==> config.mk <==
export PLATFORM = sky130hd
export DESIGN_NAME = staged_image_release_queue
export DESIGN_NICKNAME = d
export VERILOG_FILES = /design/src/sirq_pkg.sv /design/src/sirq_control.sv /design/src/sirq_datapath.sv /design/src/staged_image_release_queue.sv
export SDC_FILE = /design/constraint.sdc
export NUM_CORES = 1
export LEC_CHECK = 0
export BUFFER_PORTS_ARGS = -buffer_cell sky130_fd_sc_hd__buf_2
export CORE_MARGIN = 1.5
export CORE_UTILIZATION = 35
export CTS_CLUSTER_SIZE = 10
export DETAILED_ROUTE_END_ITERATION = 10
export GPL_ROUTABILITY_DRIVEN = 0
export RECOVER_POWER = 50
export SETUP_SLACK_MARGIN = 0.2
export SLEW_MARGIN = 5
export SYNTH_ARGS = -nofsm -noshare
export SYNTH_HDL_FRONTEND = slang
export SYNTH_SLANG_ARGS = --single-unit
==> constraint.sdc <==
create_clock -name clk -period 2.6 [get_ports clk]
set_clock_uncertainty 0.05 [all_clocks]
set_input_delay 0.26 -clock clk [delete_from_list [all_inputs] [get_ports clk]]
set_output_delay 0.26 -clock clk [all_outputs]
set_load 0.05 [all_outputs]
==> src/sirq_pkg.sv <==
`default_nettype none
package sirq_pkg;

  localparam logic [2:0] CMD_ACQUIRE    = 3'd0;
  localparam logic [2:0] CMD_WAIT       = 3'd1;
  localparam logic [2:0] CMD_RELEASE    = 3'd2;
  localparam logic [2:0] CMD_DOWNSTREAM = 3'd3;
  localparam logic [2:0] CMD_CLEAR      = 3'd4;

  typedef struct packed {
    logic [2:0] command;
    logic [7:0] image_id;
  } cmd_t;

  typedef struct packed {
    logic       found;
    logic [7:0] result_index;
    logic [3:0] occupancy;
    logic [3:0] pending_downstream;
    logic       overflow;
  } res_t;

  typedef enum logic {
    ST_IDLE,
    ST_RESULT
  } state_t;

  typedef struct packed {
    logic load;
  } ctrl_t;

endpackage
`default_nettype wire

==> src/sirq_control.sv <==
`default_nettype none
module sirq_control
  import sirq_pkg::*;
(
  input  wire logic  clk,
  input  wire logic  rst,
  input  wire logic  cmd_valid,
  output logic       cmd_stall,
  output logic       res_valid,
  input  wire logic  res_stall,
  output ctrl_t      ctrl
);

  state_t state;
  state_t state_next;

  always_ff @(posedge clk) begin
    if (rst) begin
      state <= ST_IDLE;
    end else begin
      state <= state_next;
    end
  end

  always_comb begin
    state_next = state;
    cmd_stall  = 1'b1;
    res_valid  = 1'b0;
    ctrl.load  = 1'b0;
    unique case (state)
      ST_IDLE: begin
        cmd_stall = 1'b0;
        if (cmd_valid) begin
          ctrl.load  = 1'b1;
          state_next = ST_RESULT;
        end
      end
      ST_RESULT: begin
        res_valid = 1'b1;
        if (!res_stall) begin
          state_next = ST_IDLE;
        end
      end
      default: begin
        state_next = ST_IDLE;
      end
    endcase
  end

endmodule
`default_nettype wire

==> src/sirq_datapath.sv <==
`default_nettype none
module sirq_datapath
  import sirq_pkg::*;
#(
  parameter int QUEUE_DEPTH = 8,
  parameter int INDEX_BITS  = 8
)
(
  input  wire logic  clk,
  input  wire logic  rst,
  input  wire ctrl_t ctrl,
  input  wire cmd_t  cmd,
  output res_t       res
);

  localparam int PW = (QUEUE_DEPTH > 1) ? $clog2(QUEUE_DEPTH) : 1;
  localparam int CW = $clog2(QUEUE_DEPTH + 1);
  localparam int SW = CW + 1;
  localparam logic [CW-1:0] DEPTH_C = CW'(QUEUE_DEPTH);
  localparam logic [SW-1:0] DEPTH_S = SW'(QUEUE_DEPTH);

  logic [INDEX_BITS-1:0] mem [QUEUE_DEPTH];
  logic [INDEX_BITS-1:0] rd_data;
  logic [PW-1:0]         head;
  logic [PW-1:0]         head_next;
  logic [CW-1:0]         entry_count;
  logic [CW-1:0]         entry_count_next;
  logic [CW-1:0]         waited_count;
  logic [CW-1:0]         waited_count_next;
  logic [CW-1:0]         released_count;
  logic [CW-1:0]         released_count_next;
  logic                  found;
  logic                  found_next;
  logic                  overflow;
  logic                  overflow_next;

  logic                  rd_en;
  logic [PW-1:0]         rd_addr;
  logic                  wr_en;
  logic [PW-1:0]         wr_addr;
  logic [INDEX_BITS+7:0] idx_wide;
  logic [INDEX_BITS-1:0] wr_data;
  logic [INDEX_BITS+7:0] rd_wide;
  logic [CW+3:0]         occ_wide;
  logic [CW+3:0]         pend_wide;

  function automatic logic [PW-1:0] slot_of(input logic [PW-1:0] base,
                                            input logic [CW-1:0] offset);
    logic [SW-1:0] sum;
    sum = SW'(base) + SW'(offset);
    if (sum >= DEPTH_S) begin
      sum = sum - DEPTH_S;
    end
    return sum[PW-1:0];
  endfunction

  assign idx_wide = {{INDEX_BITS{1'b0}}, cmd.image_id};
  assign wr_data  = idx_wide[INDEX_BITS-1:0];

  always_comb begin
    head_next           = head;
    entry_count_next    = entry_count;
    waited_count_next   = waited_count;
    released_count_next = released_count;
    found_next          = 1'b0;
    overflow_next       = 1'b0;
    rd_en               = 1'b0;
    rd_addr             = head;
    wr_en               = 1'b0;
    wr_addr             = slot_of(head, entry_count);
    unique case (cmd.command)
      CMD_ACQUIRE: begin
        if (entry_count >= DEPTH_C) begin
          overflow_next = 1'b1;
        end else begin
          wr_en            = ctrl.load;
          entry_count_next = entry_count + CW'(1);
        end
      end
      CMD_WAIT: begin
        if (waited_count < entry_count) begin
          found_next        = 1'b1;
          rd_en             = ctrl.load;
          rd_addr           = slot_of(head, waited_count);
          waited_count_next = waited_count + CW'(1);
        end
      end
      CMD_RELEASE: begin
        if (released_count < waited_count) begin
          found_next          = 1'b1;
          rd_en               = ctrl.load;
          rd_addr             = slot_of(head, released_count);
          released_count_next = released_count + CW'(1);
        end
      end
      CMD_DOWNSTREAM: begin
        if (released_count != '0) begin
          found_next          = 1'b1;
          rd_en               = ctrl.load;
          rd_addr             = head;
          head_next           = slot_of(head, CW'(1));
          entry_count_next    = entry_count - CW'(1);
          waited_count_next   = waited_count - CW'(1);
          released_count_next = released_count - CW'(1);
        end
      end
      CMD_CLEAR: begin
        head_next           = '0;
        entry_count_next    = '0;
        waited_count_next   = '0;
        released_count_next = '0;
      end
      default: begin
      end
    endcase
  end

  always_ff @(posedge clk) begin
    if (rst) begin
      head           <= '0;
      entry_count    <= '0;
      waited_count   <= '0;
      released_count <= '0;
      found          <= 1'b0;
      overflow       <= 1'b0;
    end else if (ctrl.load) begin
      head           <= head_next;
      entry_count    <= entry_count_next;
      waited_count   <= waited_count_next;
      released_count <= released_count_next;
      found          <= found_next;
      overflow       <= overflow_next;
    end
  end

  always_ff @(posedge clk) begin
    if (wr_en) begin
      mem[wr_addr] <= wr_data;
    end
  end

  always_ff @(posedge clk) begin
    if (rd_en) begin
      rd_data <= mem[rd_addr];
    end
  end

  assign rd_wide   = {8'd0, rd_data};
  assign occ_wide  = {4'd0, entry_count};
  assign pend_wide = {4'd0, released_count};

  always_comb begin
    res.found              = found;
    res.result_index       = found ? rd_wide[7:0] : 8'd0;
    res.occupancy          = occ_wide[3:0];
    res.pending_downstream = pend_wide[3:0];
    res.overflow           = overflow;
  end

endmodule
`default_nettype wire

==> src/staged_image_release_queue.sv <==
`default_nettype none
// In-order queue of acquired image indices with three stage marks (acquired,
// waited, app released), kept as counts from the head; a downstream release
// moves the head. Each command transaction yields exactly one result
// transaction. A command is taken, and its result is offered from the
// following cycle and held until taken; a new command is taken only once
// the previous result has gone. This follows from the registered read of
// the index memory and the single result register. An acquire into a full
// queue is dropped and flagged by overflow.
module staged_image_release_queue
  import sirq_pkg::*;
#(
  parameter int QUEUE_DEPTH = 8,
  parameter int INDEX_BITS  = 8
)
(
  input  wire logic clk,
  input  wire logic rst,
  input  wire logic cmd_valid,
  output logic      cmd_stall,
  input  wire cmd_t cmd,
  output logic      res_valid,
  input  wire logic res_stall,
  output res_t      res
);

  ctrl_t ctrl;

  sirq_control u_control (
    .clk       (clk),
    .rst       (rst),
    .cmd_valid (cmd_valid),
    .cmd_stall (cmd_stall),
    .res_valid (res_valid),
    .res_stall (res_stall),
    .ctrl      (ctrl)
  );

  sirq_datapath #(
    .QUEUE_DEPTH (QUEUE_DEPTH),
    .INDEX_BITS  (INDEX_BITS)
  ) u_datapath (
    .clk  (clk),
    .rst  (rst),
    .ctrl (ctrl),
    .cmd  (cmd),
    .res  (res)
  );

endmodule
`default_nettype wire

* Yosys cells after proc, flatten, opt, wreduce, memory -nomap -nowiden
Memory sizes are Yosys's and may differ from the RTL's. A register that Yosys moved wholly into a read port is not among the register bits.
Index checks and enable logic that the tools add are counted.
** Storage, ports and cells
- Flip-flop bits (word level) :: 18
- Bits in writable memories :: 64
- Input port bits :: 15
- Output and inout port bits :: 20
- Memories kept :: 1
** Operators by class
- Add/subtract/negate cells :: 14
- Order comparisons :: 7
- Equal/unequal tests :: 8
- Muxes and demuxes :: 38
- Bitwise logic cells :: 1
- Reductions and logical operators :: 10
** Memories
- u_datapath.mem :: depth 8, bits a word 8, read ports 1, clocked after Yosys merged registers in 1, wr ports 1, RTL line sirq_datapath.sv:22 : logic [INDEX_BITS-1:0] mem [QUEUE_DEPTH];
** Operators with widths (number)
- one-hot mux 4 bit (3 select lines) :: 3
- 2-to-1 mux 4 bit :: 6
- 2-to-1 mux 3 bit :: 7
- 2-to-1 mux 1 bit :: 16
- adder 3 x 4 -> 5 bit :: 3
- >= comparator 5 x 4 -> 1 bit (second input constant) :: 3
- adder 4 x 1 -> 4 bit (second input constant) :: 3
- one-hot mux 3 bit (2 select lines) :: 2
- AND reduction 4 bit :: 3
- subtractor 3 x 1 -> 3 bit (second input constant) :: 4
- subtractor 4 x 1 -> 4 bit (second input constant) :: 3
- nonzero test 3 bit :: 3
- >= comparator 4 bit (second input constant) :: 2
- less-than comparator 4 bit :: 2
- 2-to-1 mux 8 bit :: 1
- equality test 3 x 2 -> 1 bit (second input constant) :: 2
- != test 2 x 1 -> 1 bit (second input constant) :: 3
- one-hot mux 1 bit (3 select lines) :: 2
- adder 3 x 1 -> 4 bit (second input constant) :: 1
- nonzero test 4 bit :: 1
- equality test 3 x 1 -> 1 bit (second input constant) :: 1
- equality test 3 bit (second input constant) :: 1
- logical NOT 3 bit :: 1
- AND reduction 3 bit :: 1
- other kinds (4) :: 4

* Longest topological paths before layout
- Depth in word-level cells :: 6
- Mapped depth :: 11
- Depth with buffers taken out :: 11

* Cells and area by module
Synthesis repeated with hierarchy kept, for this count alone.
** Unflattened totals
- Cell total of the unflattened synthesis :: 446
- Area total of the unflattened synthesis :: 5113.7 um2
** Modules (own cells, without submodules)
- sirq_datapath :: instances 1, cells each 441, area an instance 5063.6 um2
- sirq_control :: instances 1, cells each 5, area an instance 50.0 um2

* Worst setup path before layout
OpenSTA, ideal clock, no wires.
- Path type :: register to register
- Start point :: register u_datapath.entry_count[1]
- End point :: register u_datapath.rd_data[0], read port of u_datapath.mem, data pin
- Library setup time :: 264 ps
- Data arrival time :: 2642 ps
- Data required time :: 2286 ps
- Path slack :: -356 ps
- Stages on the path, launching flop included :: 9
- Period minus slack after synthesis :: 2956 ps
- Cells stage by stage :: dfxtp_1 > inv_1 > ha_1 > a2111oi_4 > o21ai_1 > a311o_1 > nor3b_2 > and4bb_1 > nor4_2
** On the way
- Word-level cells in the longest chain between the ends :: 3
- Elaborated cells on any way between the ends :: 5
- Those cells by class :: 1 x order compare; 4 x mux
** RTL lines
- start: declaration :: RTL line sirq_datapath.sv:26 : logic [CW-1:0] entry_count;
- start signal: assignment :: RTL line sirq_datapath.sv:128 : entry_count <= entry_count_next;
- less-than comparator 4 bit (*) :: RTL line sirq_datapath.sv:81 : if (waited_count < entry_count) begin
- 2-to-1 mux 1 bit or 2-to-1 mux 3 bit (tied branches) :: RTL line sirq_datapath.sv:81
- one-hot mux 1 bit (3 select lines) or one-hot mux 3 bit (2 select lines) (tied branches) :: RTL line sirq_datapath.sv:71 : unique case (cmd.command)
- end: declaration :: RTL line sirq_datapath.sv:23 : logic [INDEX_BITS-1:0] rd_data;
Every way passes the cells marked *; elsewhere a longest branch is shown, timed or not.
A chain may end at the register's enable or synchronous reset.

* Worst setup path after layout
- Start point :: register u_datapath.waited_count[1]
- End point :: register u_datapath.rd_data[6], read port of u_datapath.mem, data pin
** On the way
- Word-level cells in the longest chain between the ends :: 5
- Elaborated cells on any way between the ends :: 12
- Those cells by class :: 2 x add/sub; 3 x order compare; 7 x mux
** RTL lines
- start: declaration :: RTL line sirq_datapath.sv:28 : logic [CW-1:0] waited_count;
- start signal: assignment :: RTL line sirq_datapath.sv:129 : waited_count <= waited_count_next;
- adder 3 x 4 -> 5 bit :: RTL line sirq_datapath.sv:50 : sum = SW'(base) + SW'(offset);
- >= comparator 5 x 4 -> 1 bit or subtractor 3 x 1 -> 3 bit (tied branches) :: RTL line sirq_datapath.sv:51, sirq_datapath.sv:52
- 2-to-1 mux 3 bit :: RTL line sirq_datapath.sv:51 : if (sum >= DEPTH_S) begin
- 2-to-1 mux 3 bit :: RTL line sirq_datapath.sv:81
- one-hot mux 3 bit (2 select lines) :: RTL line sirq_datapath.sv:71
Parallel ways exist; a longest one is shown, timed or not.

==> metrics.md <==
| Metric | Value |
|---|---|
| Final setup margin | `-23.96 ps` |
| Die Span Y | `124.6 µm` |
| Die area | `15520 µm²` |
| CTS tree | `yes` |
| Port Buffers | `34` |
| Dpl hpwl | `8262 µm` |
| Final setup TNS | `-112.3 ps` |
| CP cell instances | `ha_4 > a2111oi_4 > o21ai_4 > a311o_2 > nor3b_2 > buf_6 > and4bb_1 > nor4_2` |
| Drt pass-1 iters | `4` |
| Worst hold path type | `input port to flop` |
| Yosys cell types | `47` |
| Fin crit period | `2624 ps` |
| Synth area leader | `edfxtp_1` |
| RSZ-0062 raised after global routing | `true` |
| Post-synth EDFFs | `72` |
| # diodes | `0` |
| Vias in the first global route | `3910` |
| Status | `finished with violations` |
| Max Slew Vio Count | `0` |
| Crit start category | `flop` |
| Syn Area/Cell | `10.20 µm²` |
| Largest cells by area after synthesis | `edfxtp_1 (42%), dfxtp_1 (7.0%), a21oi_1 (6.1%)` |
| PwrDens | `444.5 nW/µm²` |
| Initial Utilization | `0.3572` |
| Ys async rst share | `0` |
| Fin area | `6633 µm²` |
| GR Util met3 | `0.04510` |
| Buf/Inv on CP | `1` |
| Yosys reg bits | `90` |
| Most instantiated cells after synthesis | `edfxtp_1 (72), a21oi_1 (63), nand2_1 (60)` |
| Crit. End Element | `flop` |
| Top-area cell type share of the netlist area | `0.4180` |
| GRT Util Overall | `0.1727` |
| Placed inst area | `5832 µm²` |
| Cell chosen for the clock root | `clkbuf_16` |
| Share of total power in sequential cells | `0.529` |
| Cell count after synthesis | `507` |
| DR vias | `4005` |
| Crit path largest cell delay | `460 ps` |
| Crit path max-delay family | `compound AO/OA/AOI/OAI gates` |
| Clock Sinks | `90` |
| Fin nets | `613` |
| Cell area after synthesis | `5172 µm²` |
| Wire per inst | `17.15 µm` |
| Slowest cell on crit path | `a2111oi_4` |
| Most frequent cell after synthesis | `edfxtp_1` |
| WS Path Type | `flop to flop` |
| Tcrit/Tclk final | `1.009` |
| Share of layout cells above drive strength 1 | `0.2496` |
| GRT busiest layer | `met2` |
| GR Layer Usage met2 | `0.2944` |
| Internal | `2.264 mW` |
| TritonCTS buffer count | `9` |
| Sequential fraction of the synthesis area | `0.4877` |
| Top FF cell, synth | `edfxtp_1` |
| Global Route met1 Usage | `0.2151` |
| P_leak | `2.280 nW` |
| Cell row count | `44` |
| Max VDD drop | `0.2807 mV` |
| Failing checks | `negative setup slack` |
| Sw frac | `0.2320` |
| Clock transition at the registers of the reported paths | `70 ps` |
| Largest net degree at the start of global routing | `131` |
| IO Count | `35` |
| Synth Net Count | `544` |
| Clk pwr share | `0.415` |
| Ys Warns | `0` |
| CP arrival | `2670 ps` |
| Worst Path Max Fanout | `8` |
| Clock Latency Late Sink | `350 ps` |
| Total power | `2.948 mW` |
| Core area | `14480 µm²` |
| Psw | `684.0 µW` |
| Grt ovf | `0` |
| Worst Tran Pin Value | `851.2 ps` |
| Final Hold Viols | `0` |
| First-pass GRT wire length | `20670 µm` |
| ANT nets after route | `0` |
| Initial antenna violation count | `0` |
| Die Wd | `124.6 µm` |
| Fmax | `0.3811 GHz` |
| Slew HR | `0.4282` |
| Starting DRC count in detailed routing | `328` |
| # setup viols final | `8` |
| Clock Path Buffers | `2` |
| Vias/cell | `5.235` |
| Worst Path Required | `2650 ps` |
| Comb pwr share | `0.056` |
| H-tree Lvls | `3` |
| WL final | `13120 µm` |
| # DRC | `0` |
| Layout area overhead | `28.23%` |
| Max-Cap Viols | `0` |
worst register-to-register path, stage by stage, from the launching register on:
cell and delay, ps:
dfxtp_4 370, ha_4 240, a2111oi_4 460, o21ai_4 110, a311o_2 460, nor3b_2 230
buf_6 180, and4bb_1 230, nor4_2 50
sequential cells by signal (all words and copies together), names as in the netlist:
name	flops
u_datapath.rd_data	8
u_control.state	1
u_datapath.entry_count	4
u_datapath.mem	64
u_datapath.waited_count	4
u_datapath.released_count	4
u_datapath.found	1
u_datapath.overflow	1
u_datapath.head	3
cell families (layout without fill, tap and decap cells):
kind of cell,after synthesis,after routing,synth area share
simple gates,245,245,0.2746
compound gates,95,95,0.1151
flops,90,90,0.4877
buf+inv,40,114,0.03459
fa+ha+maj,22,22,0.06193
xor+xnor,12,12,0.02032
mux,3,3,0.005806
worst paths after layout:
check | slack, ps | endpoint | startpoint | cells past startpoint
max | -20 | u_datapath.rd_data[6]$_DFFE_PP_ | u_datapath.waited_count[1]$_SDFFE_PP0P_ | 8
min | 110 | u_control.state$_SDFF_PP0_ | res_stall | 3
max reg2reg | -20 | u_datapath.rd_data[6]$_DFFE_PP_ | u_datapath.waited_count[1]$_SDFFE_PP0P_ | 8
min reg2reg | 410 | u_datapath.overflow$_SDFFE_PP0P_ | u_datapath.overflow$_SDFFE_PP0P_ | 2
cell type report:
| cell class | instances | area [µm²] |
|---|---|---|
| Clock buffer | 10 | 229.0 |
| Sequential cell | 90 | 2554 |
| Fill cell | 1340 | 7846 |
| Tap cell | 184 | 230.2 |
| Timing Repair Buffer | 86 | 693.2 |
| Multi-Input combinational cell | 377 | 2836 |
| Inverter | 12 | 50.05 |
| Clock inverter | 6 | 40.04 |
routing by layer:
| layer | share of wire | vias up |
|---|---|---|
| met1 | 0.42 | 1934 |
| li1 | - | 1970 |
| met2 | 0.51 | 86 |
| met5 | 0 | - |
| met4 | 0.014 | 0 |
| met3 | 0.050 | 15 |
power groups by stage:
stage / clock, mW / combinational, mW / sequential [mW]
5_1_grt: 1.31 / 0.179 / 1.56
2_1_floorplan: 0 / 0.0787 / 1.60
3_3_place_gp: 0 / 0.151 / 1.59
4_1_cts: 1.26 / 0.162 / 1.56
3_5_place_dp: 0 / 0.153 / 1.59
6_report: 1.22 / 0.164 / 1.56
layout by cell type, fill, tap and decap left out, types with 7 or more instances in the layout:
master / n
buf_6: 7
dfxtp_2: 7
nand2_1: 60
nand2b_1: 50
buf_12: 7
nor4_2: 8
inv_1: 9
ha_1: 11
a21oi_1: 63
and4bb_1: 8
buf_4: 33
and2_1: 8
clkbuf_16: 10
edfxtp_1: 72
clkbuf_1: 30
nor3_1: 17
nor3b_1: 8
nor4bb_4: 7
nand3_1: 17
nor3_2: 7
nor2_1: 27
metrics by stage:
stage | utilization | hold slack (ps) | cells | setup WS [ps]
after global routing | 0.4581 | 112.5 | 765 | -100.8
after global placement | 0.4028 | 401.6 | 733 | -97.93
after CTS | 0.4469 | 97.75 | 758 | -19.60
after detailed placement | 0.4028 | 402.8 | 733 | -130.3
after floorplan | - | 308.9 | 507 | 70.34
final | 0.4581 | 111.6 | 765 | -23.96
what timing repair did:
item                                    in CTS  in global routing
resized for setup                           48                 23
hold buffers                                 0                  0
endpoints found under the setup margin      16                 16
setup buffers                                7                  6
gates cloned                                 2                  1
pin swaps                                    8                  5
endpoints found under the hold margin        0                  0
No activity file was read; power rests on OpenSTA's default activity.
